===== src/pat_pkg.sv =====
// ----------------------------------------------------------------------------
// pat_pkg
// Shared constants, types and codes of the process-ID allocator table.
// ----------------------------------------------------------------------------
package pat_pkg;

    localparam int SLOT_COUNT = 256;
    localparam int ID_LIMIT   = 1024;

    localparam int ID_W   = $clog2(ID_LIMIT);
    localparam int BND_W  = $clog2(ID_LIMIT + 2);
    localparam int SLOT_W = $clog2(SLOT_COUNT);
    localparam int CNT_W  = $clog2(SLOT_COUNT + 1);

    localparam int STAT_W     = 2;
    localparam int S_TDATA_W  = ((ID_W + 7) / 8) * 8;
    localparam int M_TDATA_W  = ((ID_W + SLOT_W + 7) / 8) * 8;

    localparam logic [STAT_W-1:0] STAT_OK      = 2'd0;
    localparam logic [STAT_W-1:0] STAT_FULL    = 2'd1;
    localparam logic [STAT_W-1:0] STAT_MISSING = 2'd2;

    localparam logic OP_ALLOC  = 1'b0;
    localparam logic OP_LOOKUP = 1'b1;

    typedef enum logic [1:0] {
        S_IDLE,
        S_SCAN,
        S_DONE
    } t_state;

    typedef struct packed {
        logic            used;
        logic [ID_W-1:0] id;
    } t_entry;

    typedef struct packed {
        logic              shift;
        logic              wr_en;
        logic [SLOT_W-1:0] wr_slot;
        logic [ID_W-1:0]   wr_id;
    } t_ring_ctl;

endpackage


===== src/pat_cell.sv =====
// ----------------------------------------------------------------------------
// pat_cell
// One table slot: used flag and ID, rotates to its neighbor on shift.
// ----------------------------------------------------------------------------
module pat_cell (
    input  logic            i_clk,
    input  logic            i_rst_n,
    input  logic            i_shift,
    input  logic            i_wr_en,
    input  logic [pat_pkg::ID_W-1:0] i_wr_id,
    input  pat_pkg::t_entry i_nxt,
    output pat_pkg::t_entry o_ent
);
    import pat_pkg::*;

    logic            r_used;
    logic [ID_W-1:0] r_id;

    // write wins over shift: on the last rotation step the shifted-in value
    // is the empty slot being filled
    always_ff @(posedge i_clk) begin
        if (!i_rst_n) begin
            r_used <= 1'b0;
        end else if (i_wr_en) begin
            r_used <= 1'b1;
        end else if (i_shift) begin
            r_used <= i_nxt.used;
        end
    end

    always_ff @(posedge i_clk) begin
        if (i_wr_en) begin
            r_id <= i_wr_id;
        end else if (i_shift) begin
            r_id <= i_nxt.id;
        end
    end

    assign o_ent.used = r_used;
    assign o_ent.id   = r_id;

endmodule


===== src/pat_ring.sv =====
// ----------------------------------------------------------------------------
// pat_ring
// Circular chain of slot cells; cell 0 is the head seen by the scanner.
// ----------------------------------------------------------------------------
module pat_ring (
    input  logic               i_clk,
    input  logic               i_rst_n,
    input  pat_pkg::t_ring_ctl i_ctl,
    output pat_pkg::t_entry    o_head
);
    import pat_pkg::*;

    t_entry w_ent [SLOT_COUNT];

    for (genvar g = 0; g < SLOT_COUNT; g++) begin : g_cell
        pat_cell u_cell (
            .i_clk   (i_clk),
            .i_rst_n (i_rst_n),
            .i_shift (i_ctl.shift),
            .i_wr_en (i_ctl.wr_en && (i_ctl.wr_slot == SLOT_W'(g))),
            .i_wr_id (i_ctl.wr_id),
            .i_nxt   (w_ent[(g + 1) % SLOT_COUNT]),
            .o_ent   (w_ent[g])
        );
    end

    assign o_head = w_ent[0];

endmodule


===== src/pid_allocator_table.sv =====
// ----------------------------------------------------------------------------
// pid_allocator_table
// Process-ID table serving allocate and lookup items.
// ----------------------------------------------------------------------------
// Input item: s_axis_tuser = operation (0 allocate, 1 lookup),
//   s_axis_tdata[9:0] = query ID. Output item: m_axis_tuser = status
//   (0 ok, 1 table full, 2 not found), m_axis_tdata = given ID, slot index.
// Slots live in a ring of cells that rotates past one comparator at the
// head; a full rotation leaves the ring in place.
// Lookup in range: one rotation, then S_DONE and the output register.
//   Out-of-range lookup, full table, or an allocation inside the safe bound:
//   no rotation, straight to S_DONE.
// Allocation that must search: one rotation per candidate ID tried, k
//   candidates in all. With fewer IDs in use than
//   ID_LIMIT - 1, k is at most SLOT_COUNT; the search gives up after ID_LIMIT.
// One item is in work at a time; s_axis_tready is high only when idle.
// The output register holds one result; while it is stalled the block may
//   still take and work on the next item, then waits to hand it over.
// Reset clears all used flags, the live count, and sets the last issued ID
//   and the safe bound to ID_LIMIT. No clearing pass is needed.
// ----------------------------------------------------------------------------
module pid_allocator_table (
    input  logic                             i_clk,
    input  logic                             i_rst_n,
    input  logic                             s_axis_tvalid,
    output logic                             s_axis_tready,
    input  logic [pat_pkg::S_TDATA_W-1:0]    s_axis_tdata,  // query_id
    input  logic                             s_axis_tuser,  // operation
    output logic                             m_axis_tvalid,
    input  logic                             m_axis_tready,
    output logic [pat_pkg::M_TDATA_W-1:0]    m_axis_tdata,  // given_id, slot_index
    output logic [pat_pkg::STAT_W-1:0]       m_axis_tuser   // status
);
    import pat_pkg::*;

    t_state            r_state, n_state;
    logic              r_op, n_op;
    logic [ID_W-1:0]   r_key, n_key;
    logic [SLOT_W-1:0] r_step, n_step;
    logic              r_hit, n_hit;
    logic [SLOT_W-1:0] r_hit_slot, n_hit_slot;
    logic [BND_W-1:0]  r_best, n_best;
    logic [ID_W-1:0]   r_tries, n_tries;
    logic [CNT_W-1:0]  r_live, n_live;
    logic [BND_W-1:0]  r_last, n_last;
    logic [BND_W-1:0]  r_safe, n_safe;
    logic [STAT_W-1:0] r_res_stat, n_res_stat;
    logic [ID_W-1:0]   r_res_id, n_res_id;
    logic [SLOT_W-1:0] r_res_slot, n_res_slot;
    logic              r_m_valid, n_m_valid;
    logic [STAT_W-1:0] r_m_stat, n_m_stat;
    logic [ID_W-1:0]   r_m_id, n_m_id;
    logic [SLOT_W-1:0] r_m_slot, n_m_slot;

    t_ring_ctl         w_ctl;
    t_entry            w_head;

    logic              w_match;
    logic              w_above;
    logic              w_fin_hit;
    logic [SLOT_W-1:0] w_fin_slot;
    logic [BND_W-1:0]  w_fin_best;
    logic [BND_W-1:0]  w_cand;
    logic [BND_W-1:0]  w_key_nxt;
    logic [ID_W-1:0]   w_qid;

    pat_ring u_ring (
        .i_clk   (i_clk),
        .i_rst_n (i_rst_n),
        .i_ctl   (w_ctl),
        .o_head  (w_head)
    );

    assign w_qid      = s_axis_tdata[ID_W-1:0];
    assign w_match    = w_head.used && (w_head.id == r_key);
    assign w_above    = w_head.used && (w_head.id > r_key)
                        && (BND_W'(w_head.id) < r_best);
    assign w_fin_hit  = r_hit || w_match;
    assign w_fin_slot = r_hit ? r_hit_slot : r_step;
    assign w_fin_best = w_above ? BND_W'(w_head.id) : r_best;
    assign w_cand     = r_last + BND_W'(1);
    assign w_key_nxt  = BND_W'(r_key) + BND_W'(1);

    always_ff @(posedge i_clk) begin
        if (!i_rst_n) begin
            r_state   <= S_IDLE;
            r_live    <= '0;
            r_last    <= BND_W'(ID_LIMIT);
            r_safe    <= BND_W'(ID_LIMIT);
            r_m_valid <= 1'b0;
        end else begin
            r_state   <= n_state;
            r_live    <= n_live;
            r_last    <= n_last;
            r_safe    <= n_safe;
            r_m_valid <= n_m_valid;
        end
    end

    always_ff @(posedge i_clk) begin
        r_op       <= n_op;
        r_key      <= n_key;
        r_step     <= n_step;
        r_hit      <= n_hit;
        r_hit_slot <= n_hit_slot;
        r_best     <= n_best;
        r_tries    <= n_tries;
        r_res_stat <= n_res_stat;
        r_res_id   <= n_res_id;
        r_res_slot <= n_res_slot;
        r_m_stat   <= n_m_stat;
        r_m_id     <= n_m_id;
        r_m_slot   <= n_m_slot;
    end

    always_comb begin
        n_state    = r_state;
        n_op       = r_op;
        n_key      = r_key;
        n_step     = r_step;
        n_hit      = r_hit;
        n_hit_slot = r_hit_slot;
        n_best     = r_best;
        n_tries    = r_tries;
        n_live     = r_live;
        n_last     = r_last;
        n_safe     = r_safe;
        n_res_stat = r_res_stat;
        n_res_id   = r_res_id;
        n_res_slot = r_res_slot;
        n_m_valid  = r_m_valid;
        n_m_stat   = r_m_stat;
        n_m_id     = r_m_id;
        n_m_slot   = r_m_slot;
        w_ctl      = '0;
        w_ctl.wr_slot = r_live[SLOT_W-1:0];
        s_axis_tready = 1'b0;

        if (r_m_valid && m_axis_tready) begin
            n_m_valid = 1'b0;
        end

        case (r_state)
            S_IDLE: begin
                s_axis_tready = 1'b1;
                if (s_axis_tvalid) begin
                    n_op       = s_axis_tuser;
                    n_step     = '0;
                    n_hit      = 1'b0;
                    n_best     = BND_W'(ID_LIMIT);
                    n_tries    = '0;
                    n_res_stat = STAT_OK;
                    n_res_id   = '0;
                    n_res_slot = '0;
                    n_state    = S_DONE;
                    if (s_axis_tuser == OP_LOOKUP) begin
                        n_key = w_qid;
                        if ((w_qid != '0) && (BND_W'(w_qid) < BND_W'(ID_LIMIT))) begin
                            n_state = S_SCAN;
                        end else begin
                            n_res_stat = STAT_MISSING;
                        end
                    end else if (r_live >= CNT_W'(SLOT_COUNT)) begin
                        n_res_stat = STAT_FULL;
                    end else if (w_cand >= BND_W'(ID_LIMIT)) begin
                        n_key   = ID_W'(1);
                        n_state = S_SCAN;
                    end else if (w_cand >= r_safe) begin
                        n_key   = w_cand[ID_W-1:0];
                        n_state = S_SCAN;
                    end else begin
                        w_ctl.wr_en = 1'b1;
                        w_ctl.wr_id = w_cand[ID_W-1:0];
                        n_live      = r_live + CNT_W'(1);
                        n_last      = w_cand;
                        n_res_id    = w_cand[ID_W-1:0];
                        n_res_slot  = r_live[SLOT_W-1:0];
                    end
                end
            end

            S_SCAN: begin
                w_ctl.shift = 1'b1;
                n_step      = r_step + SLOT_W'(1);
                n_hit       = w_fin_hit;
                n_hit_slot  = w_fin_slot;
                n_best      = w_fin_best;
                if (r_step == SLOT_W'(SLOT_COUNT - 1)) begin
                    if (r_op == OP_LOOKUP) begin
                        n_state = S_DONE;
                        if (w_fin_hit) begin
                            n_res_id   = r_key;
                            n_res_slot = w_fin_slot;
                        end else begin
                            n_res_stat = STAT_MISSING;
                        end
                    end else if (!w_fin_hit) begin
                        // candidate is free: commit while the ring settles
                        w_ctl.wr_en = 1'b1;
                        w_ctl.wr_id = r_key;
                        n_live      = r_live + CNT_W'(1);
                        n_last      = BND_W'(r_key);
                        n_safe      = w_fin_best;
                        n_res_id    = r_key;
                        n_res_slot  = r_live[SLOT_W-1:0];
                        n_state     = S_DONE;
                    end else if (r_tries == ID_W'(ID_LIMIT - 1)) begin
                        n_res_stat = STAT_FULL;
                        n_state    = S_DONE;
                    end else begin
                        n_tries = r_tries + ID_W'(1);
                        n_key   = (w_key_nxt >= BND_W'(ID_LIMIT)) ? ID_W'(1)
                                                                 : w_key_nxt[ID_W-1:0];
                        n_hit   = 1'b0;
                        n_best  = BND_W'(ID_LIMIT);
                    end
                end
            end

            S_DONE: begin
                if (!r_m_valid || m_axis_tready) begin
                    n_m_valid = 1'b1;
                    n_m_stat  = r_res_stat;
                    n_m_id    = r_res_id;
                    n_m_slot  = r_res_slot;
                    n_state   = S_IDLE;
                end
            end

            default: begin
                n_state = S_IDLE;
            end
        endcase
    end

    assign m_axis_tvalid = r_m_valid;
    assign m_axis_tuser  = r_m_stat;
    assign m_axis_tdata  = M_TDATA_W'({r_m_slot, r_m_id});

    a_live_bound: assert property (@(posedge i_clk) disable iff (!i_rst_n)
        r_live <= CNT_W'(SLOT_COUNT))
        else $error("live count beyond slot count");

    a_safe_above_last: assert property (@(posedge i_clk) disable iff (!i_rst_n)
        r_safe >= r_last)
        else $error("safe bound below last issued ID");

    a_fail_zero: assert property (@(posedge i_clk) disable iff (!i_rst_n)
        (r_m_valid && (r_m_stat != STAT_OK)) |-> ((r_m_id == '0) && (r_m_slot == '0)))
        else $error("failed item carries nonzero fields");

    a_live_step: assert property (@(posedge i_clk) disable iff (!i_rst_n)
        (r_live != $past(r_live)) |-> (r_live == $past(r_live) + CNT_W'(1)))
        else $error("live count moved by more than one");

endmodule


===== config.mk =====
export PLATFORM = sky130hd
export DESIGN_NAME = pid_allocator_table
export DESIGN_NICKNAME = d
export VERILOG_FILES = /design/src/pat_pkg.sv /design/src/pat_cell.sv /design/src/pat_ring.sv /design/src/pid_allocator_table.sv
export SDC_FILE = /design/constraint.sdc
export NUM_CORES = 2
export LEC_CHECK = 0
export BUFFER_PORTS_ARGS = -buffer_cell sky130_fd_sc_hd__buf_2
export CORE_AREA = 2 2 478 480
export CTS_BUF_LIST = sky130_fd_sc_hd__clkbuf_16
export DETAILED_ROUTE_END_ITERATION = 10
export DIE_AREA = 0 0 480 482
export PLACE_DENSITY_LB_ADDON = 0.25
export SLEW_MARGIN = 20
export SYNTH_ARGS = -nofsm -noshare
export SYNTH_HDL_FRONTEND = slang
export SYNTH_SLANG_ARGS = --single-unit
export TNS_END_PERCENT = 50

===== constraint.sdc =====
create_clock -name i_clk -period 5.2 [get_ports i_clk]
set_input_delay 0 -clock i_clk [delete_from_list [all_inputs] [get_ports i_clk]]
set_output_delay 0 -clock i_clk [all_outputs]
set_load 0.05 [all_outputs]

Yosys cells after proc, flatten, opt, wreduce, memory -nomap -nowiden
Index checks and enable logic that the tools add are counted.

Bits in registers: 2939. Input port bits: 21. Output and inout port bits: 28.

$add $sub $neg: 5. $lt $le $gt $ge: 6. Equality and inequality tests: 279. Multiplexer cells: 1136. Bitwise gates (word level): 2. Reductions and logical operators: 533.

Operators by type and width (number): 10-bit 2-to-1 mux (540); 8-bit == test (second input constant) (129); 1-bit 2-to-1 mux (531); 2-bit nonzero test (257); 8-bit by 7-bit == test with 1-bit output (second input constant) (64); 1-bit logical AND (260); 8-bit by 6-bit == test with 1-bit output (second input constant) (32); 11-bit 2-to-1 mux (14); 8-bit by 5-bit == test with 1-bit output (second input constant) (16); 8-bit 2-to-1 mux (11); 10-bit case mux with 2 select lines (4); 9-bit 2-to-1 mux (8); 8-bit by 4-bit == test with 1-bit output (second input constant) (8); 11-bit case mux with 2 select lines (2); 2-bit 2-to-1 mux (19); 8-bit by 3-bit == test with 1-bit output (second input constant) (4); 8-bit case mux with 2 select lines (2); 11-bit >= comparator (second input constant) (2); 2-bit != test (second input constant) (11); 3-bit != test (second input constant) (6); 9-bit case mux with 2 select lines (1); 8-bit by 2-bit == test with 1-bit output (second input constant) (2); 6-bit AND reduction (2); 10-bit by 1-bit adder with 11-bit output (second input constant) (1); other kinds (28) (35).

Longest topological paths before layout
Depth in word-level cells: 10. Mapped depth: 17.

Cells and area by module
Synthesis repeated with hierarchy kept, for this count alone.

Cells, all modules: 7680. Area, all modules: 139372.4 um2.

By module, submodules not included: pat_cell (times used 256, cells each 26, area each 510.5 um2); pid_allocator_table (times used 1, cells each 651, area each 6587.6 um2); pat_ring (times used 1, cells each 373, area each 2099.5 um2).

Least setup slack after synthesis
OpenSTA, ideal clock, no wires.

Kind: register -> register. Start: register r_last[0]. End: register u_ring.g_cell[165].u_cell.r_id[0], enable pin. Library setup time: 0.391 ns. Arrival time: 4.388 ns. Path slack: 0.421 ns. Cell stages (with the launch flop): 16. Path buffers: 3. Clock period less this slack: 4.779 ns. Cells stage by stage: dfxtp_1 ha_1 inv_1 or3_1 xnor2_1 ha_1 nand2b_1 nor2_1 a211o_1 maj3_2 a2111oi_4 a21oi_2 buf_4 buf_2 clkbuf_1 o21ai_0.

Word-level cells in the longest chain between the ends: 10. Elaborated cells on any way between the ends: 11. Those cells by class: add/sub (1); order compare (2); mux (6); reduce/logical (2).

RTL lines: start: declaration (RTL line pid_allocator_table.sv:45) `logic [BND_W-1:0] r_last, n_last;`; start signal: assignment (RTL line pid_allocator_table.sv:88) `r_last <= BND_W'(ID_LIMIT);`; start signal: assignment (RTL line pid_allocator_table.sv:94) `r_last <= n_last;`; 11-bit by 1-bit adder with 11-bit output (*) (RTL line pid_allocator_table.sv:81) `assign w_cand = r_last + BND_W'(1);`; 11-bit >= comparator (RTL line pid_allocator_table.sv:168) `end else if (w_cand >= r_safe) begin`; 1-bit 2-to-1 mux (RTL line pid_allocator_table.sv:168); 1-bit 2-to-1 mux (*) (RTL line pid_allocator_table.sv:165) `end else if (w_cand >= BND_W'(ID_LIMIT)) begin`; 1-bit 2-to-1 mux (*) (RTL line pid_allocator_table.sv:163) `end else if (r_live >= CNT_W'(SLOT_COUNT)) begin`; 1-bit 2-to-1 mux (*) (RTL line pid_allocator_table.sv:156) `if (s_axis_tuser == OP_LOOKUP) begin`; 1-bit 2-to-1 mux (*) (RTL line pid_allocator_table.sv:146) `if (s_axis_tvalid) begin`; 1-bit case mux with 2 select lines (*) (RTL line pid_allocator_table.sv:143) `case (r_state)`; 1-bit logical AND (*) (RTL line pat_ring.sv:20) `.i_wr_en (i_ctl.wr_en && (i_ctl.wr_slot == SLOT_W'(g))),`; 2-bit nonzero test (no line) (*); end signal: assignment (RTL line pat_cell.sv:33) `r_id <= i_wr_id;`; end signal: assignment (RTL line pat_cell.sv:35) `r_id <= i_nxt.id;`; end: declaration (RTL line pat_cell.sv:17) `logic [ID_W-1:0] r_id;`.

Every way passes the cells marked *; elsewhere a longest branch is shown, timed or not. A chain may end at the register's enable or synchronous reset.

Final worst setup path
Start: register r_last[1]. End: register u_ring.g_cell[44].u_cell.r_id[7], data pin.

Word-level cells in the longest chain between the ends: 10. Elaborated cells on any way between the ends: 17. Those cells by class: add/sub (1); order compare (2); mux (13); reduce/logical (1).

RTL lines: 11-bit by 1-bit adder with 11-bit output (*) (RTL line pid_allocator_table.sv:81); 11-bit >= comparator (RTL line pid_allocator_table.sv:168); 1-bit 2-to-1 mux (RTL line pid_allocator_table.sv:168); 1-bit 2-to-1 mux (RTL line pid_allocator_table.sv:165); 1-bit 2-to-1 mux (RTL line pid_allocator_table.sv:163); 1-bit 2-to-1 mux (RTL line pid_allocator_table.sv:156); 1-bit 2-to-1 mux (RTL line pid_allocator_table.sv:146); 1-bit case mux with 2 select lines (RTL line pid_allocator_table.sv:143); 1-bit logical AND (RTL line pat_ring.sv:20); 10-bit 2-to-1 mux (*) (RTL line pat_cell.sv:32) `if (i_wr_en) begin`; end signal: assignment (RTL line pat_cell.sv:33); end signal: assignment (RTL line pat_cell.sv:35); end: declaration (RTL line pat_cell.sv:17).

Marks and branches as above.

==> metrics <==
Inserted Clock Buffers=315; final slew viol count=0; setup ws final=245 ps; Cell Pwr Density=399 mW/mm^2; Vias/cell=6.80; CTS tree=built; gr ovfl total=0; initial antenna violation count=4; metal3 WL=35000 um; postcts setup bufs=0; largest net degree at the start of global routing=173; clock sinks=2939; Core Area=0.226 sq mm; leading area contributor after synthesis=edfxtp_1; Clk Latency, worst-skew pair=950 ps; placement-stage worst setup slack=197 ps; slowest stage delay, CP=890 ps; top layer in use=met4; clock root buffer=clkbuf_16; fillers=16462; crit path max fanout=30; WL met1=136000 um; setup total negative slack=0 ps; Worst VDD drop=0.325 mV; number of routed nets with antenna violations=0; Die Width=480 um; NumNets Final=8657; Port Buffers=36; Worst Hold Class=input port to flop; synth warn=0; Yosys cell types=73; Worst Max-Slew Pin Slew=1220 ps; Synth top area share=64.3%; final wirelength=346000 um; slowest stage cell, crit path=a21oi_4; unrepaired setup endpoints after global routing=false; Primary FF master, synth=edfxtp_1; critical path class=flop to flop; status=complete, no violations; Vias=80578; top-count cell post-synth=edfxtp_1; CP startpoint kind=flop; Overall Power=0.0560 W; drt first pass iters=6; share of cells above drive strength 1=14.6%; Tot GR Track Use=29.3%; Final Hold Viols=0; Initial Utilization=54.7%; Slew headroom=18.8%; post-route non-filler standard cell count=11845; CTS Buffer Depth=4; die extent in y=482 um; Cells after DPL=11261; syn avg cell area=14.6 sq um; MaxCap Viol Count=0; fraction of registers with async set or reset after synthesis=0%; worst hold slack=61.6 ps; clock-pin transition on the worst setup and hold timing paths=60 ps; routability congestion estimate=0.898; worst path cell trace=ha_1 -> inv_1 -> or3_1 -> xnor2_2 -> ha_1 -> nand2b_1 -> nor4_1 -> a211o_1 -> maj3_2 -> a2111oi_4 -> buf_4 -> a21oi_4 -> buf_4 -> nor2_2 -> o22a_1; Seq/Total Area, Yosys=69.0%; DRT iter0 DRCs=10964; Tmin final=4950 ps; num ports=49; Lkg Pwr=45.6 nW; # DRC=0; Required @ worst endpoint=5880 ps; Fin Clk Skew=43.4 ps; Syn Inst Count=8461; Avg WL per Cell=29.2 um; FF+latch count, synth=2939; area delta synth->final=13.3%; crit end category=flop; Worst EP arrival=5640 ps; EDFF count, synth=2649; global-route wire length before repair=510000 um; Final Cycle Share=95.3%; dpl hpwl=204000 um; Commonest cells post-synth=edfxtp_1 (2649), o22a_1 (1870), nand2_1 (583); H-Tree Depth=5; fmax=0.202 GHz; Mapped Area=0.124 sq mm; largest cells by area after synthesis=edfxtp_1 (64%), o22a_1 (13%), dfxtp_1 (4.7%), a2bb2oi_1 (4.0%), nand2_1 (1.8%); vias in the first global route=78398; FP Rows=175; die area=0.231 sq mm; met2 WL=162000 um; final setup vio count=0
==> final timing paths <==
check,endpoint,depth (start not counted),slack (ps),start
max,u_ring.g_cell[44].u_cell.r_id[7]$_DFFE_PP_,15,250,r_last[1]$_SDFFE_PN0P_
max reg2reg,u_ring.g_cell[44].u_cell.r_id[7]$_DFFE_PP_,15,250,r_last[1]$_SDFFE_PN0P_
min,r_key[0]$_DFFE_PP_,4,60,s_axis_tdata[0]
min reg2reg,r_m_id[8]$_DFFE_PP_,0,410,r_res_id[8]$_DFFE_PP_
==> per-layer routing <==
metal / up-vias / GRT usage, %
met5: - / 0
met4: 0 / 10.3
met1: 40676 / 40.8
met2: 4603 / 46.8
met3: 795 / 5.06
li1: 34504 / -
==> cell families (layout without fill, tap and decap cells) <==
kind of cell / after synthesis / in the layout / share of synthesized area (%)
AO/OA/AOI/OAI: 3274 / 3274 / 21.1
XOR/XNOR: 35 / 35 / 0.270
adder cells (fa/ha/maj): 35 / 35 / 0.353
buffers and inverters: 858 / 1226 / 3.32
flip-flops: 2939 / 2939 / 69.0
multiplexers: 214 / 214 / 1.74
other: 1 / 8 / 0.00303
AND/OR/NAND/NOR: 1105 / 1105 / 4.20
==> flip-flops by register name, indices dropped and copies added (netlist names), 8 cells and up <==
register                     cells
r_step                           8
r_hit_slot                       8
r_res_id                        10
r_tries                         10
u_ring.g_cell.u_cell.r_used    256
r_last                          11
r_best                          11
r_safe                          11
r_live                           9
r_key                           10
u_ring.g_cell.u_cell.r_id     2560
r_m_slot                         8
r_m_id                          10
r_res_slot                       8
==> metrics by stage <==
stage          util (%)  area [sq um]
4_1_cts            61.9        140000
3_5_place_dp       57.4        130000
3_3_place_gp       57.4        130000
2_1_floorplan         -        124000
5_1_grt            61.9        140000
6_report           61.9        140000
==> worst max-delay path: cells and delay by family, from the launching register on <==
family	cells	cell delay, ps
fa+ha+maj	3	830
flops	1	410
simple gates	4	900
xor+xnor	1	210
buf+inv	3	890
compound gates	4	1410
==> repair_timing <==
action / 4_1_cts / 5_1_grt
endpoints found under the setup margin: 0 / 97
hold buffers: 33 / 0
gates resized for setup: 0 / 13
hold endpoints to repair: 111 / 0
==> cells in the final DEF (no fill, tap or decap), drive strengths merged, types with 4 or more instances in the layout <==
cell,instances
edfxtp,2649
o22a,1870
buf,591
nand2,583
a2bb2oi,560
nor2,368
clkbuf,328
dfxtp,290
a21oi,285
o21ai,217
mux2i,205
o22ai,201
inv,130
clkinv,115
a31oi,71
nand3,45
ha,34
dlygate4sd3,33
nor3,24
bufinv,21
xnor2,21
nand2b,20
and3,16
xor2,12
a22o,10
a32o,9
mux2,9
nand4,8
or3,8
clkinvlp,8
nor2b,8
nor4,7
o31ai,7
and4,6
conb,6
or2,5
o21a,4
and2,4
a21o,4
==> layout make-up <==
| class | instances | area (sq um) | area share (%) |
|---|---|---|---|
| Antenna cell | 2 | 5.00 | 0.00357 |
| Clock buffer | 328 | 8210 | 5.86 |
| Clock inverter | 221 | 1520 | 1.09 |
| Inverter | 53 | 211 | 0.151 |
| Multi-Input combinational cell | 4669 | 34600 | 24.7 |
| Sequential cell | 2939 | 85400 | 60.9 |
| Tap cell | 3009 | 3760 | 2.69 |
| Timing Repair Buffer | 624 | 6500 | 4.64 |
==> where the power goes <==
group          switching (W)  internal, W
logic                0.00253      0.00215
clock network        0.00911       0.0124
registers           0.000850       0.0289
total                 0.0125       0.0435
(Power assumes the default switching activity.)
